===== src/rtl/l2mac_pkg.sv =====
// Shared types and constants for the layer-2 MAC learning table.
// Used by l2mac_ram and l2_mac_learning_table; depends on nothing else.
package l2mac_pkg;

	localparam int VLAN_W = 12;
	localparam int MAC_W = 48;
	localparam int PORT_W = 3;
	localparam int KEY_W = VLAN_W + MAC_W;
	localparam int WORD_W = KEY_W + PORT_W;
	// Wide enough to hold the largest allowed port count for the range check.
	localparam int PORT_CMP_W = 9;

	typedef enum logic [2:0] {
		ST_IDLE   = 3'b001,
		ST_SCAN   = 3'b010,
		ST_FINISH = 3'b100
	} state_t;

	typedef struct packed {
		logic              hit;
		logic              learned;
		logic              moved;
		logic              refreshed;
		logic              full_res;
		logic [PORT_W-1:0] found_port;
	} result_t;

endpackage


===== src/rtl/l2mac_ram.sv =====
// Table storage: one entry word {vlan, mac, port} per address.
// One write port and one registered read port; uses l2mac_pkg.
module l2mac_ram
	import l2mac_pkg::*;
#(
	parameter int DEPTH = 64,
	parameter int AW = 6
) (
	input  logic              clk,
	input  logic              wr_en,
	input  logic [AW-1:0]     wr_addr,
	input  logic [WORD_W-1:0] wr_data,
	input  logic              rd_en,
	input  logic [AW-1:0]     rd_addr,
	output logic [WORD_W-1:0] rd_data
);

	logic [WORD_W-1:0] mem [DEPTH];
	logic [WORD_W-1:0] rd_data_q;

	always_ff @(posedge clk) begin
		if (wr_en) begin
			mem[wr_addr] <= wr_data;
		end
		if (rd_en) begin
			rd_data_q <= mem[rd_addr];
		end
	end

	assign rd_data = rd_data_q;

endmodule


===== src/rtl/l2_mac_learning_table.sv =====
// Layer-2 MAC learning table: top level with the search sequencer and result register.
// A miss reads every filled entry, a hit stops at the first match, and an empty table skips the scan;
// a result held by out_stall delays the next one. No request is taken while a search is in progress.
// The compare walks the memory one entry a cycle.
// Entries are only ever added in order, so the valid entries are always addresses below the fill count.
// Reset clears the fill count and all control state at once; the table memory itself needs no clearing pass.
module l2_mac_learning_table
	import l2mac_pkg::*;
#(
	parameter int TABLE_ENTRIES = 64,
	parameter int NUM_PORTS = 8
) (
	input  logic              clk,
	input  logic              arst_n,
	input  logic              in_valid,
	output logic              in_stall,
	input  logic              mode,
	input  logic [VLAN_W-1:0] vlan,
	input  logic [MAC_W-1:0]  mac,
	input  logic [PORT_W-1:0] port,
	output logic              out_valid,
	input  logic              out_stall,
	output logic              hit,
	output logic              learned,
	output logic              moved,
	output logic              refreshed,
	output logic              full_res,
	output logic [PORT_W-1:0] found_port
);

	localparam int AW = (TABLE_ENTRIES > 1) ? $clog2(TABLE_ENTRIES) : 1;
	localparam int CW = $clog2(TABLE_ENTRIES + 1);

	state_t            state_q;
	logic [CW-1:0]     cnt_q;
	logic [CW-1:0]     rd_idx_q;
	logic              cmp_vld_s1;
	logic [AW-1:0]     cmp_idx_s1;
	logic              found_q;
	logic [AW-1:0]     hit_idx_q;
	logic [PORT_W-1:0] hit_port_q;
	logic              mode_q;
	logic [KEY_W-1:0]  key_q;
	logic [PORT_W-1:0] port_q;
	logic              out_valid_q;
	result_t           res_q;

	logic              in_accept;
	logic              rd_en;
	logic [WORD_W-1:0] rd_word;
	logic              key_match;
	logic              scan_miss;
	logic              finish_load;
	logic              port_ok;
	logic              wr_en;
	logic [AW-1:0]     wr_addr;
	result_t           res_d;

	assign in_stall = (state_q != ST_IDLE);
	assign in_accept = in_valid && !in_stall;

	assign rd_en = (state_q == ST_SCAN) && (rd_idx_q < cnt_q);
	assign key_match = cmp_vld_s1 && (rd_word[WORD_W-1:PORT_W] == key_q);
	assign scan_miss = cmp_vld_s1 && !key_match && !rd_en;
	assign finish_load = (state_q == ST_FINISH) && (!out_valid_q || !out_stall);
	assign port_ok = (PORT_CMP_W'(port_q) < PORT_CMP_W'(NUM_PORTS));

	l2mac_ram #(
		.DEPTH(TABLE_ENTRIES),
		.AW(AW)
	) u_ram (
		.clk(clk),
		.wr_en(wr_en),
		.wr_addr(wr_addr),
		.wr_data({key_q, port_q}),
		.rd_en(rd_en),
		.rd_addr(rd_idx_q[AW-1:0]),
		.rd_data(rd_word)
	);

	// Outcome of the finished search, and the write-back for a move or an insert.
	always_comb begin
		res_d = '0;
		wr_en = 1'b0;
		wr_addr = hit_idx_q;
		if (mode_q) begin
			res_d.hit = found_q;
			res_d.found_port = found_q ? hit_port_q : '0;
		end else if (port_ok) begin
			if (found_q) begin
				res_d.hit = 1'b1;
				if (hit_port_q != port_q) begin
					res_d.moved = 1'b1;
					wr_en = finish_load;
				end else begin
					res_d.refreshed = 1'b1;
				end
			end else if (cnt_q < CW'(TABLE_ENTRIES)) begin
				res_d.learned = 1'b1;
				wr_en = finish_load;
				wr_addr = cnt_q[AW-1:0];
			end else begin
				res_d.full_res = 1'b1;
			end
		end
	end

	always_ff @(posedge clk or negedge arst_n) begin
		if (!arst_n) begin
			state_q <= ST_IDLE;
			cnt_q <= '0;
			rd_idx_q <= '0;
			cmp_vld_s1 <= 1'b0;
			found_q <= 1'b0;
			out_valid_q <= 1'b0;
		end else begin
			if (out_valid_q && !out_stall) begin
				out_valid_q <= 1'b0;
			end
			case (state_q)
				ST_IDLE: begin
					if (in_accept) begin
						rd_idx_q <= '0;
						cmp_vld_s1 <= 1'b0;
						found_q <= 1'b0;
						state_q <= (cnt_q == '0) ? ST_FINISH : ST_SCAN;
					end
				end
				ST_SCAN: begin
					cmp_vld_s1 <= rd_en;
					if (rd_en) begin
						rd_idx_q <= rd_idx_q + CW'(1);
					end
					if (key_match) begin
						found_q <= 1'b1;
						state_q <= ST_FINISH;
					end else if (scan_miss) begin
						state_q <= ST_FINISH;
					end
				end
				ST_FINISH: begin
					cmp_vld_s1 <= 1'b0;
					if (finish_load) begin
						out_valid_q <= 1'b1;
						if (res_d.learned) begin
							cnt_q <= cnt_q + CW'(1);
						end
						state_q <= ST_IDLE;
					end
				end
				default: begin
					state_q <= ST_IDLE;
				end
			endcase
		end
	end

	// Payload registers: request fields, compare pipeline and result.
	always_ff @(posedge clk) begin
		if (in_accept) begin
			mode_q <= mode;
			key_q <= {vlan, mac};
			port_q <= port;
		end
		cmp_idx_s1 <= rd_idx_q[AW-1:0];
		if (key_match) begin
			hit_idx_q <= cmp_idx_s1;
			hit_port_q <= rd_word[PORT_W-1:0];
		end
		if (finish_load) begin
			res_q <= res_d;
		end
	end

	assign out_valid = out_valid_q;
	assign hit = res_q.hit;
	assign learned = res_q.learned;
	assign moved = res_q.moved;
	assign refreshed = res_q.refreshed;
	assign full_res = res_q.full_res;
	assign found_port = res_q.found_port;

	// At most one learn outcome is reported per request.
	a_one_outcome: assert property (@(posedge clk) disable iff (!arst_n)
		out_valid_q |-> $onehot0({res_q.learned, res_q.moved, res_q.refreshed, res_q.full_res}))
		else $error("more than one learn outcome in a result");

	// A move or a refresh always comes from an existing entry.
	a_update_hits: assert property (@(posedge clk) disable iff (!arst_n)
		out_valid_q && (res_q.moved || res_q.refreshed) |-> res_q.hit)
		else $error("move or refresh reported without a hit");

	// The fill count only grows together with a learned result.
	a_cnt_learn: assert property (@(posedge clk) disable iff (!arst_n)
		cnt_q != $past(cnt_q) |-> out_valid_q && res_q.learned)
		else $error("fill count changed without a learned result");

	// The fill count never passes the table size.
	a_cnt_bound: assert property (@(posedge clk) disable iff (!arst_n)
		state_q == ST_FINISH && cnt_q == CW'(TABLE_ENTRIES) |-> !res_d.learned)
		else $error("insert attempted into a full table");

endmodule

===== config.mk =====
export PLATFORM = sky130hd
export DESIGN_NAME = l2_mac_learning_table
export DESIGN_NICKNAME = d
export VERILOG_FILES = /design/src/rtl/l2mac_pkg.sv /design/src/rtl/l2mac_ram.sv /design/src/rtl/l2_mac_learning_table.sv
export SDC_FILE = /design/constraint.sdc
export NUM_CORES = 2
export LEC_CHECK = 0
export BUFFER_PORTS_ARGS = -buffer_cell sky130_fd_sc_hd__buf_2
export CAP_MARGIN = 10
export CELL_PAD_IN_SITES_DETAIL_PLACEMENT = 1
export CELL_PAD_IN_SITES_GLOBAL_PLACEMENT = 1
export CORE_MARGIN = 3
export CORE_UTILIZATION = 46
export CTS_CLUSTER_DIAMETER = 80
export DETAILED_ROUTE_END_ITERATION = 8
export GPL_ROUTABILITY_DRIVEN = 1
export PLACE_DENSITY = 0.71
export SLEW_MARGIN = 20
export SYNTH_ARGS = -nofsm -noshare
export SYNTH_HDL_FRONTEND = slang
export SYNTH_SLANG_ARGS = --single-unit

===== constraint.sdc =====
create_clock -name clk -period 5.7 [get_ports clk]
set_clock_uncertainty 0.05 [all_clocks]
set_input_delay 0.855 -clock clk [delete_from_list [all_inputs] [get_ports clk]]
set_output_delay 0.855 -clock clk [all_outputs]
set_load 0.005 [all_outputs]

==> qor.txt <==
Final Max Slew Viols -> 0
Final hold slack -> 0.08089 ns
Post-Route WL -> 458.0 mm
Worst vdd ir -> 0.0002872 V
Effective utilization at floorplan -> 46.33%
Final Hold Viols -> 0
Drt drc -> 0
# IOs -> 78
Final Critical Period -> 4.313 ns
Post-Synthesis Cells -> 6566
Slew margin rel. -> 16.32%
Number of synthesized register bits -> 4202
Antenna violations before repair -> 32
Die H -> 594.4 µm
Clock-pin slew on the worst setup and hold paths -> 0.06 ns
Outcome -> complete, no violations
Simple-Gate Fraction of Synth Area -> 1.077%
Final GP Congestion -> 0.8347
Leakage -> 54.96 nW
Synth Area in XOR/XNOR -> 0.3134%
# Post-CTS Setup Buffers -> 0
GR Util met1 -> 37.04%
Crit. End Element -> flip-flop
Core area -> 343800 µm²
Post-synthesis cell area -> 159300 µm²
Vias per std cell -> 6.459
Initial DRC count -> 12789
CTS buffer count -> 422
Worst-path fanout max -> 49
Hold path cells -> 2
I/O Buffers -> 77
Period Utilization, post-route -> 75.66%
Worst R2R Setup Slack -> 1.39 ns
Final nets -> 7183
Data arrival time of the worst path -> 4.86 ns
GRT met2 Usage -> 39.66%
Vias post-DR -> 77632
Slew @ Worst Pin -> 1.251 ns
Post-synthesis adder-cell area fraction -> 0.07070%
Min-delay src -> in_valid
Unique masters post-synth -> 61
Hold Crit Class -> input port to flip-flop
CTS tree -> built
Ys Warns -> 0
# placed instances -> 11177
GR Layer Usage met3 -> 5.974%
WP data required -> 6.25 ns
H-tree Lvls -> 5
First-pass GRT wire length -> 640.4 mm
Sink Count -> 4202
Syn Nets -> 6643
Clk buf depth -> 4
Non-filler cells in the finished layout -> 12019
Worst r2r dst -> u_ram.mem[30][18]$_DFFE_PP_
R2R cell count -> 7
Post-synth top area cell -> edfxtp_1
Area share of the largest cell type after synthesis -> 78.73%
Syn-to-layout area delta -> 14.27%
Top-count cell post-synth -> edfxtp_1
Setup TNS -> 0 ns
Total grt overflow -> 0
Post-synthesis mux area share -> 17.29%
Row cnt -> 215
Hold EP -> state_q[0]$_DFFE_PN1P_
Asr flop ratio synth -> 0.4760%
# Max-Cap Violations -> 0
Syn_area_per_cell -> 24.26 µm²
Number of global-route vias before repair -> 79645
Final Setup Violations -> 0
Critical Path Source Type -> flip-flop
Wire per inst -> 38.10 µm
ANT nets after route -> 0
Total global-route track usage -> 25.80%
Largest family of logic cells by synthesized area -> multiplexers
Layout cells sized above 1 -> 30.13%
Unrepaired setup endpoints after global routing -> no
Die area -> 353300 µm²
Worst skew pair latency -> 0.98 ns
Synth Area in Compound Gates -> 1.101%
Top cells by area, synth -> edfxtp_1 79%, mux4_2 16%, mux2i_1 0.96%, clkbuf_1 0.36%, buf_2 0.34%
Gr busiest metal -> met2
Commonest cells post-synth -> 4176 x edfxtp_1, 1150 x mux4_2, 153 x clkbuf_1, 152 x mux2i_1, 117 x nor2_1
Post-Route Utilization -> 52.94%
CTS root buf -> clkbuf_16
Worst path max stage delay -> 0.73 ns
Die Width -> 594.4 µm
Reg2reg start -> port_q[0]$_DFFE_PP_
Final Total Pwr -> 75.75 mW
Largest net degree at the start of global routing -> 89
CP Cell Sequence -> xor2_1 -> nor3_1 -> a2111o_1 -> a211oi_1 -> nand2_1 -> nor2_4 -> buf_12
Dpl hpwl -> 255.3 mm
Post-synth EDFFs -> 4176
WS Path Type -> flip-flop to flip-flop
Slowest cell on crit path -> nor2_4
Power Dens Cells -> 416.2 nW/µm²
Highest clock rate -> 231.9 MHz
Fill cells -> 29243
TritonRoute pass-1 iters -> 5
Ys flop type -> edfxtp_1
Sequential share of the synthesized area -> 79.12%
[registers in the layout, indices dropped and copies added, names as in the netlist, 3 cells and up]
register and flops:
cmp_idx_s1 6, cnt_q 7, found_port 3, hit_idx_q 6, hit_port_q 3, key_q 60, port_q 3, rd_idx_q 7
state_q 3, u_ram.mem 4032, u_ram.rd_data 63
[repair_timing]
action                     4_1_cts  5_1_grt
hold endpoints to repair        78        0
setup endpoints to repair        0        0
gates resized for setup          0        0
hold buffers                    60        0
[cell usage in the layout, fill, tap and decap left out, types with 23 or more instances in the layout]
cell type	netlist	routed
edfxtp_1	4176	4176
mux4_2	1150	1150
clkbuf_16	0	431
buf_4	31	230
mux2i_1	152	152
nand2_1	104	100
clkbuf_1	153	84
clkinv_1	0	82
clkinv_2	0	81
buf_2	108	77
buf_12	0	77
nor2_4	0	69
nor3_1	71	69
o22ai_1	65	65
dlygate4sd3_1	0	60
o21ai_0	53	53
nor2_1	117	48
bufinv_16	0	45
a22oi_1	37	37
xor2_1	35	35
nand3_1	25	24
a21oi_1	23	23
[final cells by class]
| class | instances | area (µm²) | share of cell area (%) |
|---|---|---|---|
| sequential | 4202 | 126000 | 69.25 |
| clock inverter | 256 | 2566 | 1.410 |
| tap | 4557 | 5702 | 3.133 |
| timing repair buffer | 446 | 4287 | 2.355 |
| inverter | 22 | 87.58 | 0.04812 |
| multi-input combinational | 2012 | 32180 | 17.68 |
| antenna | 7 | 17.52 | 0.009624 |
| clock buffer | 517 | 11130 | 6.114 |
[how the worst max path moves through the flow]
stage	startpoint	end	slack (ns)	depth (start not counted)
detailed placement	out_stall	u_ram.mem[40][18]$_DFFE_PP_	1.16	8
global placement	out_stall	u_ram.mem[42][22]$_DFFE_PP_	1.22	8
CTS	rd_idx_q[1]$_DFFE_PN0P_	u_ram.rd_data[23]$_DFFE_PN_	1.43	7
floorplan	port_q[0]$_DFFE_PP_	u_ram.mem[0][0]$_DFFE_PP_	0.13	7
global route	port_q[0]$_DFFE_PP_	u_ram.mem[30][18]$_DFFE_PP_	1.25	7
finish	port_q[0]$_DFFE_PP_	u_ram.mem[30][18]$_DFFE_PP_	1.39	7
[where the power goes]
group | total (mW) | internal [mW] | switching [mW]
registers | 36.2 | 35.7 | 0.459
clock network | 27.7 | 15.9 | 11.8
logic | 11.8 | 4.94 | 6.91
[critical path, delay by kind of cell (launching register included)]
kind	cells	cell delay [ns]
buffers and inverters	1	0.42
AO/OA/AOI/OAI	2	1.08
flip-flops	1	0.54
AND/OR/NAND/NOR	3	1.49
XOR/XNOR	1	0.30
[cells by family (layout without fill, tap and decap cells)]
kind of cell / after synthesis / after routing
AO/OA/AOI/OAI: 255 / 255
XOR/XNOR: 57 / 57
multiplexers: 1312 / 1312
adder cells (fa/ha/maj): 9 / 9
other: 0 / 7
buffers and inverters: 352 / 1241
flip-flops: 4202 / 4202
AND/OR/NAND/NOR: 379 / 379
[through the flow]
step | setup slack, ns | area, µm²
3_5_place_dp | 1.162 | 167700
2_1_floorplan | 0.1260 | 159300
6_report | 1.387 | 182000
4_1_cts | 1.428 | 182000
3_3_place_gp | 1.223 | 167600
5_1_grt | 1.249 | 182000
[metal layers]
layer	up-vias	share of wire, %
met2	5082	47
met5	-	0.026
met3	785	11
met4	16	3.4
li1	29432	-
met1	42317	39
Power figures use the tool's default switching activity.
